--- src/rtl/rgbc_pkg.sv ---
// Types and constants for the RGBC to HSL converter.
// Depends on nothing; used by rtl/rgbc_to_hsl_unit.sv.
`default_nettype none

package rgbc_pkg;

   localparam int QuoBits = 7;

   localparam logic [6:0] PctFull   = 7'd100;
   localparam logic [5:0] HueSixty  = 6'd60;
   localparam logic [8:0] HueFull   = 9'd360;
   localparam logic [8:0] HueGreen  = 9'd120;
   localparam logic [8:0] HueBlue   = 9'd240;
   localparam logic [7:0] SumFull   = 8'd200;
   localparam logic [6:0] LightHalf = 7'd50;

   typedef enum logic [1:0] {
      HUE_RED_POS,
      HUE_RED_NEG,
      HUE_GREEN,
      HUE_BLUE
   } hue_sel_type;

   typedef struct packed {
      logic [15:0] red_count;
      logic [15:0] green_count;
      logic [15:0] blue_count;
      logic [15:0] clear_count;
   } req_type;

   typedef struct packed {
      logic [8:0] hue;
      logic [6:0] saturation;
      logic [6:0] lightness;
      logic       zero_clear;
   } rsp_type;

   typedef struct packed {
      logic [22:0] rem;
      logic [6:0]  quo;
      logic        ovf;
   } pct_lane_type;

   typedef struct packed {
      logic                    zero;
      logic [15:0]             clear;
      pct_lane_type [2:0]      lane;
   } pct_stage_type;

   typedef struct packed {
      logic        zero;
      logic        grey;
      hue_sel_type sel;
      logic        neg;
      logic [12:0] hrem;
      logic [6:0]  hdiv;
      logic [6:0]  hquo;
      logic [13:0] srem;
      logic [7:0]  sdiv;
      logic [6:0]  squo;
      logic [6:0]  light;
   } hsl_stage_type;

endpackage

`default_nettype wire

--- src/rtl/rgbc_to_hsl_unit.sv ---
// RGBC reading to integer HSL converter, fully pipelined.
// Depends on rtl/rgbc_pkg.sv.
//
// Usage: present one reading on req_data with req_valid; it is taken when
// req_ready is high. Each reading yields exactly one item on rsp_data,
// handed over when rsp_valid and rsp_ready are both high.
// A reading passes these registers in order: the accepting edge loads the
// colour*100 products, seven stages resolve the percentage quotients one
// bit each, one stage finds max/min and sets up hue and saturation, seven
// stages resolve both quotients one bit each, and the output register
// assembles the result. Throughput is one reading per cycle unless stalled.
// A clear count of zero gives zero_clear set and all other fields zero.
// Reset empties the pipeline; no result is pending after it.
// When the receiver stalls with a result held, the whole pipeline holds
// and req_ready drops; nothing is lost or repeated.
`default_nettype none

module rgbc_to_hsl_unit (
   input  wire              clock,
   input  wire              reset,
   input  wire              req_valid,
   output logic             req_ready,
   input  rgbc_pkg::req_type req_data,
   output logic             rsp_valid,
   input  wire              rsp_ready,
   output rgbc_pkg::rsp_type rsp_data
);

   localparam int Steps = rgbc_pkg::QuoBits;

   logic adv;

   rgbc_pkg::pct_stage_type pa_ff [0:Steps];
   rgbc_pkg::pct_stage_type pa_in [0:Steps];
   logic                    pa_vld_ff [0:Steps];

   rgbc_pkg::hsl_stage_type hb_ff [0:Steps];
   rgbc_pkg::hsl_stage_type hb_in [0:Steps];
   logic                    hb_vld_ff [0:Steps];

   logic              rsp_valid_ff;
   rgbc_pkg::rsp_type rsp_data_ff;
   rgbc_pkg::rsp_type rsp_data_in;

   logic [2:0][15:0] cnt;
   logic [2:0][22:0] prod;

   assign adv       = !rsp_valid_ff || rsp_ready;
   assign req_ready = adv;
   assign rsp_valid = rsp_valid_ff;
   assign rsp_data  = rsp_data_ff;

   assign cnt = {req_data.blue_count, req_data.green_count, req_data.red_count};

   always_comb begin
      pa_in[0].zero  = (req_data.clear_count == 16'd0);
      pa_in[0].clear = req_data.clear_count;
      for (int i = 0; i < 3; i++) begin
         prod[i] = 23'(cnt[i]) * 23'(rgbc_pkg::PctFull);
         pa_in[0].lane[i].rem = prod[i];
         pa_in[0].lane[i].quo = '0;
         pa_in[0].lane[i].ovf = ({1'b0, prod[i]} >= {1'b0, req_data.clear_count, 7'd0});
      end
   end

   genvar k;
   generate
      for (k = 1; k <= Steps; k++) begin : g_pct
         localparam int Bit = Steps - k;
         logic [22:0] dsh;
         assign dsh = 23'(pa_ff[k-1].clear) << Bit;
         always_comb begin
            pa_in[k] = pa_ff[k-1];
            for (int i = 0; i < 3; i++) begin
               if (pa_ff[k-1].lane[i].rem >= dsh) begin
                  pa_in[k].lane[i].rem      = pa_ff[k-1].lane[i].rem - dsh;
                  pa_in[k].lane[i].quo[Bit] = 1'b1;
               end
            end
         end
      end
   endgenerate

   generate
      for (k = 0; k <= Steps; k++) begin : g_pa_reg
         always_ff @(posedge clock) begin
            if (reset) begin
               pa_vld_ff[k] <= 1'b0;
            end else if (adv) begin
               pa_vld_ff[k] <= (k == 0) ? req_valid : pa_vld_ff[k == 0 ? 0 : k-1];
            end
         end
         always_ff @(posedge clock) begin
            if (adv) begin
               pa_ff[k] <= pa_in[k];
            end
         end
      end
   endgenerate

   logic [2:0][6:0] pct;
   logic [6:0]      mx;
   logic [6:0]      mn;
   logic [6:0]      dif;
   logic [7:0]      sum;
   logic [6:0]      mag;

   always_comb begin
      for (int i = 0; i < 3; i++) begin
         if (pa_ff[Steps].lane[i].ovf || pa_ff[Steps].lane[i].quo > rgbc_pkg::PctFull) begin
            pct[i] = rgbc_pkg::PctFull;
         end else begin
            pct[i] = pa_ff[Steps].lane[i].quo;
         end
      end
      mx = pct[0];
      if (pct[1] > mx) mx = pct[1];
      if (pct[2] > mx) mx = pct[2];
      mn = pct[0];
      if (pct[1] < mn) mn = pct[1];
      if (pct[2] < mn) mn = pct[2];
      dif = mx - mn;
      sum = {1'b0, mx} + {1'b0, mn};

      hb_in[0]       = '0;
      hb_in[0].zero  = pa_ff[Steps].zero;
      hb_in[0].grey  = (dif == 7'd0);
      hb_in[0].light = sum[7:1];
      hb_in[0].hdiv  = dif;
      hb_in[0].srem  = 14'(dif) * 14'(rgbc_pkg::PctFull);
      hb_in[0].sdiv  = (sum[7:1] <= rgbc_pkg::LightHalf) ? sum : rgbc_pkg::SumFull - sum;

      if (pct[0] == mx) begin
         hb_in[0].sel = (pct[1] < pct[2]) ? rgbc_pkg::HUE_RED_NEG : rgbc_pkg::HUE_RED_POS;
         hb_in[0].neg = (pct[1] < pct[2]);
         mag = (pct[1] >= pct[2]) ? pct[1] - pct[2] : pct[2] - pct[1];
      end else if (pct[1] == mx) begin
         hb_in[0].sel = rgbc_pkg::HUE_GREEN;
         hb_in[0].neg = (pct[2] < pct[0]);
         mag = (pct[2] >= pct[0]) ? pct[2] - pct[0] : pct[0] - pct[2];
      end else begin
         hb_in[0].sel = rgbc_pkg::HUE_BLUE;
         hb_in[0].neg = (pct[0] < pct[1]);
         mag = (pct[0] >= pct[1]) ? pct[0] - pct[1] : pct[1] - pct[0];
      end
      hb_in[0].hrem = 13'(mag) * 13'(rgbc_pkg::HueSixty);
   end

   generate
      for (k = 1; k <= Steps; k++) begin : g_hsl
         localparam int Bit = Steps - k;
         logic [12:0] hsh;
         logic [13:0] ssh;
         assign hsh = 13'(hb_ff[k-1].hdiv) << Bit;
         assign ssh = 14'(hb_ff[k-1].sdiv) << Bit;
         always_comb begin
            hb_in[k] = hb_ff[k-1];
            if (hb_ff[k-1].hrem >= hsh) begin
               hb_in[k].hrem      = hb_ff[k-1].hrem - hsh;
               hb_in[k].hquo[Bit] = 1'b1;
            end
            if (hb_ff[k-1].srem >= ssh) begin
               hb_in[k].srem      = hb_ff[k-1].srem - ssh;
               hb_in[k].squo[Bit] = 1'b1;
            end
         end
      end
   endgenerate

   generate
      for (k = 0; k <= Steps; k++) begin : g_hb_reg
         always_ff @(posedge clock) begin
            if (reset) begin
               hb_vld_ff[k] <= 1'b0;
            end else if (adv) begin
               hb_vld_ff[k] <= (k == 0) ? pa_vld_ff[Steps] : hb_vld_ff[k == 0 ? 0 : k-1];
            end
         end
         always_ff @(posedge clock) begin
            if (adv) begin
               hb_ff[k] <= hb_in[k];
            end
         end
      end
   endgenerate

   logic [8:0] q9;

   always_comb begin
      q9          = 9'(hb_ff[Steps].hquo);
      rsp_data_in = '0;
      if (hb_ff[Steps].zero) begin
         rsp_data_in.zero_clear = 1'b1;
      end else begin
         rsp_data_in.lightness = hb_ff[Steps].light;
         if (!hb_ff[Steps].grey) begin
            rsp_data_in.saturation = hb_ff[Steps].squo;
            unique case (hb_ff[Steps].sel)
               rgbc_pkg::HUE_RED_POS: rsp_data_in.hue = q9;
               rgbc_pkg::HUE_RED_NEG: rsp_data_in.hue = (q9 == 9'd0) ? 9'd0 : rgbc_pkg::HueFull - q9;
               rgbc_pkg::HUE_GREEN:   rsp_data_in.hue = hb_ff[Steps].neg ?
                                         rgbc_pkg::HueGreen - q9 : rgbc_pkg::HueGreen + q9;
               default:               rsp_data_in.hue = hb_ff[Steps].neg ?
                                         rgbc_pkg::HueBlue - q9 : rgbc_pkg::HueBlue + q9;
            endcase
         end
      end
   end

   always_ff @(posedge clock) begin
      if (reset) begin
         rsp_valid_ff <= 1'b0;
      end else if (adv) begin
         rsp_valid_ff <= hb_vld_ff[Steps];
      end
   end

   always_ff @(posedge clock) begin
      if (adv) begin
         rsp_data_ff <= rsp_data_in;
      end
   end

   a_hue_range: assert property (@(posedge clock) disable iff (reset)
      rsp_valid |-> rsp_data.hue < rgbc_pkg::HueFull)
      else $error("hue out of range");

   a_pct_range: assert property (@(posedge clock) disable iff (reset)
      rsp_valid |-> (rsp_data.saturation <= rgbc_pkg::PctFull &&
                     rsp_data.lightness <= rgbc_pkg::PctFull))
      else $error("percentage out of range");

   a_zero_clear: assert property (@(posedge clock) disable iff (reset)
      (rsp_valid && rsp_data.zero_clear) |->
         (rsp_data.hue == 9'd0 && rsp_data.saturation == 7'd0 && rsp_data.lightness == 7'd0))
      else $error("zero clear item carries nonzero fields");

   a_stall_hold: assert property (@(posedge clock) disable iff (reset)
      (rsp_valid && !rsp_ready) |=> (hb_vld_ff[Steps] == $past(hb_vld_ff[Steps])))
      else $error("pipeline advanced during stall");

endmodule

`default_nettype wire

--- config.mk ---
export PLATFORM = sky130hd
export DESIGN_NAME = rgbc_to_hsl_unit
export DESIGN_NICKNAME = d
export VERILOG_FILES = /design/src/rtl/rgbc_pkg.sv /design/src/rtl/rgbc_to_hsl_unit.sv
export SDC_FILE = /design/constraint.sdc
export NUM_CORES = 2
export LEC_CHECK = 0
export BUFFER_PORTS_ARGS = -buffer_cell sky130_fd_sc_hd__buf_4
export CAP_MARGIN = 5
export CELL_PAD_IN_SITES_DETAIL_PLACEMENT = 1
export CELL_PAD_IN_SITES_GLOBAL_PLACEMENT = 2
export CORE_ASPECT_RATIO = 1.25
export CORE_MARGIN = 10
export CORE_UTILIZATION = 35
export CTS_BUF_LIST = sky130_fd_sc_hd__clkbuf_8
export DETAILED_ROUTE_END_ITERATION = 10
export PLACE_DENSITY_LB_ADDON = 0.1
export SYNTH_ARGS = -nofsm -noshare
export SYNTH_HDL_FRONTEND = slang
export SYNTH_SLANG_ARGS = --single-unit
--- constraint.sdc ---
create_clock -name clock -period 71.5 [get_ports clock]
set_clock_uncertainty 0.1 [all_clocks]
set_input_delay 14.3 -clock clock [delete_from_list [all_inputs] [get_ports clock]]
set_output_delay 14.3 -clock clock [all_outputs]
set_load 0.03 [all_outputs]
* Word-level counts from Yosys, hierarchy flattened
Memories as Yosys holds them, arrays and structs flattened. A register that Yosys moved wholly into a read port is not among the register bits.
Index checks and enable logic that the tools add are counted.
** Word-level totals
- Flip-flop bits (word level) :: 24
- RAM bits :: 1440
- Input port bits :: 68
- Output and inout port bits :: 26
- Logic and storage cells :: 254
- Memories kept :: 4
** Memories
- pa_ff :: depth 8, width 110, read ports 8, clocked after memory_dff 0, wr ports 8, RTL line rgbc_to_hsl_unit.sv:33 : rgbc_pkg::pct_stage_type pa_ff [0:Steps];
- hb_ff :: depth 8, width 68, read ports 8, clocked after memory_dff 0, wr ports 8, RTL line rgbc_to_hsl_unit.sv:37 : rgbc_pkg::hsl_stage_type hb_ff [0:Steps];
- hb_vld_ff :: depth 8, width 1, read ports 8, clocked after memory_dff 1, wr ports 8, RTL line rgbc_to_hsl_unit.sv:39 : logic hb_vld_ff [0:Steps];
- pa_vld_ff :: depth 8, width 1, read ports 8, clocked after memory_dff 0, wr ports 8, RTL line rgbc_to_hsl_unit.sv:35 : logic pa_vld_ff [0:Steps];
** Cells by class
- Add/subtract/negate cells :: 49
- $mul :: 5
- $lt $le $gt $ge :: 52
- Eq/ne operators :: 4
- Muxes and demuxes :: 110
- Bitwise gates (word level) :: 16
- Reductions and logical operators :: 10
** Operators with widths (count)
- two-way mux 23 bit :: 18
- two-way mux 14 bit :: 7
- two-way mux 13 bit :: 7
- two-way mux 7 bit :: 12
- two-way mux 24 bit :: 3
- >= comparator 23 x 16 -> 1 bit :: 3
- >= comparator 23 x 17 -> 1 bit :: 3
- >= comparator 23 x 18 -> 1 bit :: 3
- >= comparator 23 x 19 -> 1 bit :: 3
- >= comparator 23 x 20 -> 1 bit :: 3
- >= comparator 23 x 21 -> 1 bit :: 3
- >= comparator 23 x 22 -> 1 bit :: 3
- >= comparator 23 bit :: 3
- subtractor 23 x 16 -> 23 bit :: 3
- subtractor 23 x 17 -> 23 bit :: 3
- subtractor 23 x 18 -> 23 bit :: 3
- subtractor 23 x 19 -> 23 bit :: 3
- subtractor 23 x 20 -> 23 bit :: 3
- subtractor 23 x 21 -> 23 bit :: 3
- subtractor 23 x 22 -> 23 bit :: 3
- multiplier 16 x 5 -> 21 bit, second input constant :: 3
- two-way mux 1 bit :: 56
- subtractor 7 bit :: 7
- < comparator 7 bit :: 5
- other kinds (56) :: 83

* Depth between registers and ports, before layout
An unclocked memory read counts as a cell.
- Depth in word-level cells :: 12
- Depth in mapped cells :: 40
- Depth with buffers taken out :: 38

* Least setup slack after synthesis
No wires, ideal clock.
- Path type :: input port to output port
- From :: input port rsp_ready
- To :: output port req_ready
- Arrival :: 35.713 ns
- Required time :: 57.100 ns
- Path slack :: 21.387 ns
- Stages on the path :: 2
- Buffers on the path :: 0
- Cell sequence :: nor2b_1 > inv_1
** Between the ends
- Longest elaborated chain between the ends :: 1
** RTL lines
- start, declared :: RTL line rgbc_to_hsl_unit.sv:25 : input wire rsp_ready,
- logical OR 1 bit :: RTL line rgbc_to_hsl_unit.sv:48 : assign adv = !rsp_valid_ff || rsp_ready;
- end, declared :: RTL line rgbc_to_hsl_unit.sv:22 : output logic req_ready,
No other way between the ends.

* Worst setup path after layout
Ends and elaborated chain as after synthesis.

==> flow_metrics.py <==
metrics = {
    "cells_and_area": {
        "final_cell_mix": "1113 x edfxtp_1, 754 x ha_1, 720 x inv_1",
        "area_growth_pct": 11.1,
        "fin_nets": 7319,
        "final_common_cell": "edfxtp_1",
        "drive_gt1_frac": 0.0784,
    },
    "sta": {
        "min_period_ns": 29.87,
        "max_freq_mhz": 33.5,
        "hold_viol_final": 0,
        "tightestPinTransition_ns": 1.29,
        "fin_setup_tns_ns": 0,
        "min_period_over_period": 0.418,
        "slew_viol_final": 0,
        "setup_viol": 0,
        "slew_headroom": 0.137,
        "rsz0062_at_grt": "false",
    },
    "logic_synthesis": {
        "synth-seq-cells": 1114,
        "synth-simple-area-share": 0.109,
        "synth-main-ff-cell": "edfxtp_1",
        "ys_warn_count": 0,
        "synth_edf_count": 1113,
        "async_flop_share": 0,
        "synth_top_family_by_area": "adder cells",
        "synthMuxAreaShare": 0.0189,
        "synth_xor_area_frac": 0.0528,
        "synth_compound_area_frac": 0.128,
        "syn_inst": 6208,
        "synth_area_per_cell_sq_um": 11.1,
        "synth_nets": 7107,
        "syn-cell-area_sq_um": 68600,
        "yosysSeqAreaShare": 0.487,
        "synth_fa_ha_area_frac": 0.161,
        "synth_cell_type_count": 92,
    },
    "grt": {
        "grt_pass1_vias": 49200,
        "grtUsageTotal": 0.168,
        "grt_first_pass_wirelength_um": 283000,
        "antenna_found_initial": 5,
        "grt-ovfl-total": 0,
        "grt_max_degree": 205,
    },
    "critical_path": {
        "path_class": "input pin to primary output",
        "cp.arrival_ns": 15.47,
        "rrSetupSlack_ns": 61.07,
        "cp_slowest_cell": "nor2b_1",
        "cpMostUsedCell": "buf_4",
        "crit_required_ns": 57.10,
        "timing.rr.start": "pa_ff[1][334]",
        "critical-path-max-stage-delay_ns": 0.43,
        "critPathMaxFanout": 101,
        "cp-start-kind": "input pin",
        "r2r-end": "hb_ff[0][62]",
        "end_kind": "primary output",
        "crit_chain": "buf_4, nor2b_1, inv_8, buf_4",
        "reg2reg_depth": 34,
    },
    "route": {
        "drt_pre_antenna_iters": 5,
        "wl_per_cell_um": 20.0,
        "drc": 0,
        "wl_met3_um": 4130,
        "viasPerCell": 5.00,
        "num_vias": 45700,
        "ant_nets": 0,
        "routed.top_layer": "met4",
        "routed_wl_um": 183000,
        "wl_met1_um": 77800,
        "met2_length_um": 93600,
        "drt_iter0_drc": 2074,
    },
    "clocking": {
        "clock_latency_ns": 0.93,
        "clockBufferDepth": 3,
        "cts-buffers-inserted": 182,
        "cts_tree": "yes",
        "cts_max_level": 4,
        "clk_pin_slew_ns": 0.06,
        "postCtsSetupBuffers": 0,
        "cts_resized": 0,
        "root_buffer": "clkbuf_8",
        "hold_buffers": 0,
        "clock-sinks": 1114,
    },
    "floorplan": {
        "die_w_um": 416,
        "core_area_sq_um": 195000,
        "initial_utilization": 0.352,
        "dieArea_sq_um": 214000,
        "fp.dieH_um": 515,
        "row_count": 181,
        "pin_count": 94,
    },
    "run": {
        "maxCapViolations": 0,
    },
    "hold_path": {
        "min_path_cells": 0,
        "whs_endpoint": "hb_ff[0][270]",
        "min_path_type": "flop to flop",
        "hold_start": "hb_ff[0][202]",
    },
    "placed_design": {
        "dp_hpwl_um": 147000,
        "gp_congestion": 0.856,
        "place.port_buffers": 93,
    },
    "status": {
        "status": "completed",
    },
}
==> layer usage <==
| layer | vias to the layer above | track usage |
|---|---|---|
| li1 | 22900 | - |
| met1 | 22000 | 0.196 |
| met2 | 514 | 0.312 |
| met3 | 281 | 0.0215 |
| met4 | 0 | 0.0664 |
| met5 | - | 0 |
==> registers in the layout, summed over array words and instances (netlist names) <==
register / count
pa_ff: 672
rsp_data: 24
rsp_valid: 1
hb_ff: 401
hb_vld_ff: 8
pa_vld_ff: 8
==> synth_stat cells, types with 84 or more instances <==
cell	count	share of area
ha_1	754	0.14
xor2_1	140	0.018
edfxtp_1	1113	0.49
nand2_1	384	0.021
nor3_1	91	0.0066
nand2b_1	94	0.0086
inv_1	672	0.037
nor2b_1	104	0.0095
clkbuf_1	84	0.0046
o21ai_0	358	0.026
a21o_1	144	0.016
a21oi_1	446	0.033
xnor2_1	272	0.035
nor2_1	462	0.025
==> cells by family (layout without fill, tap and decap cells) <==
| group | Yosys count | after routing |
|---|---|---|
| simple gates | 1540 | 1540 |
| compound gates | 1405 | 1405 |
| flops | 1114 | 1114 |
| fa+ha+maj | 838 | 838 |
| buf+inv | 778 | 1141 |
| xor+xnor | 413 | 413 |
| mux | 120 | 120 |
| other cells | 0 | 8 |
==> stage by stage <==
stage / util / worst slack [ns] / instance area (sq um) / cells / hold WS, ns
after CTS: 0.392 / 41.56 / 76300 / 9133 / 0.278
after global routing: 0.392 / 41.51 / 76300 / 9139 / 0.307
final: 0.392 / 41.63 / 76300 / 9141 / 0.291
after detailed placement: 0.372 / 41.57 / 72500 / 8798 / 0.305
after global placement: 0.372 / 41.57 / 72500 / 8798 / 0.300
after floorplan: - / 21.39 / 68600 / 6208 / 0.300
==> worst max-delay path, delay by kind of cell <==
| family | cells | cell delay, ns |
|---|---|---|
| buffers and inverters | 3 | 0.75 |
| AND/OR/NAND/NOR | 1 | 0.43 |
==> layout make-up <==
cell class                 count  area [sq um]
fill                       21500        118000
sequential                  1114         33400
multi-input combinational   4316         32300
tap                         2562          3210
inverter                     681          2560
clock buffer                 182          2500
clock inverter               153          1280
timing repair buffer         125           951
antenna                        8          20.0
==> how the worst max path moves through the flow <==
| stage | from | to | slack (ns) | depth (start not counted) |
|---|---|---|---|---|
| after floorplan | rsp_ready | req_ready | 21.39 | 2 |
| after global placement | rsp_ready | req_ready | 41.57 | 4 |
| after detailed placement | rsp_ready | req_ready | 41.57 | 4 |
| after CTS | rsp_ready | req_ready | 41.56 | 4 |
| after global routing | rsp_ready | req_ready | 41.51 | 4 |
| final | rsp_ready | req_ready | 41.63 | 4 |
Power is not shown: default switching activity piles up to over one toggle a cycle in this logic, so the estimate is an artifact.
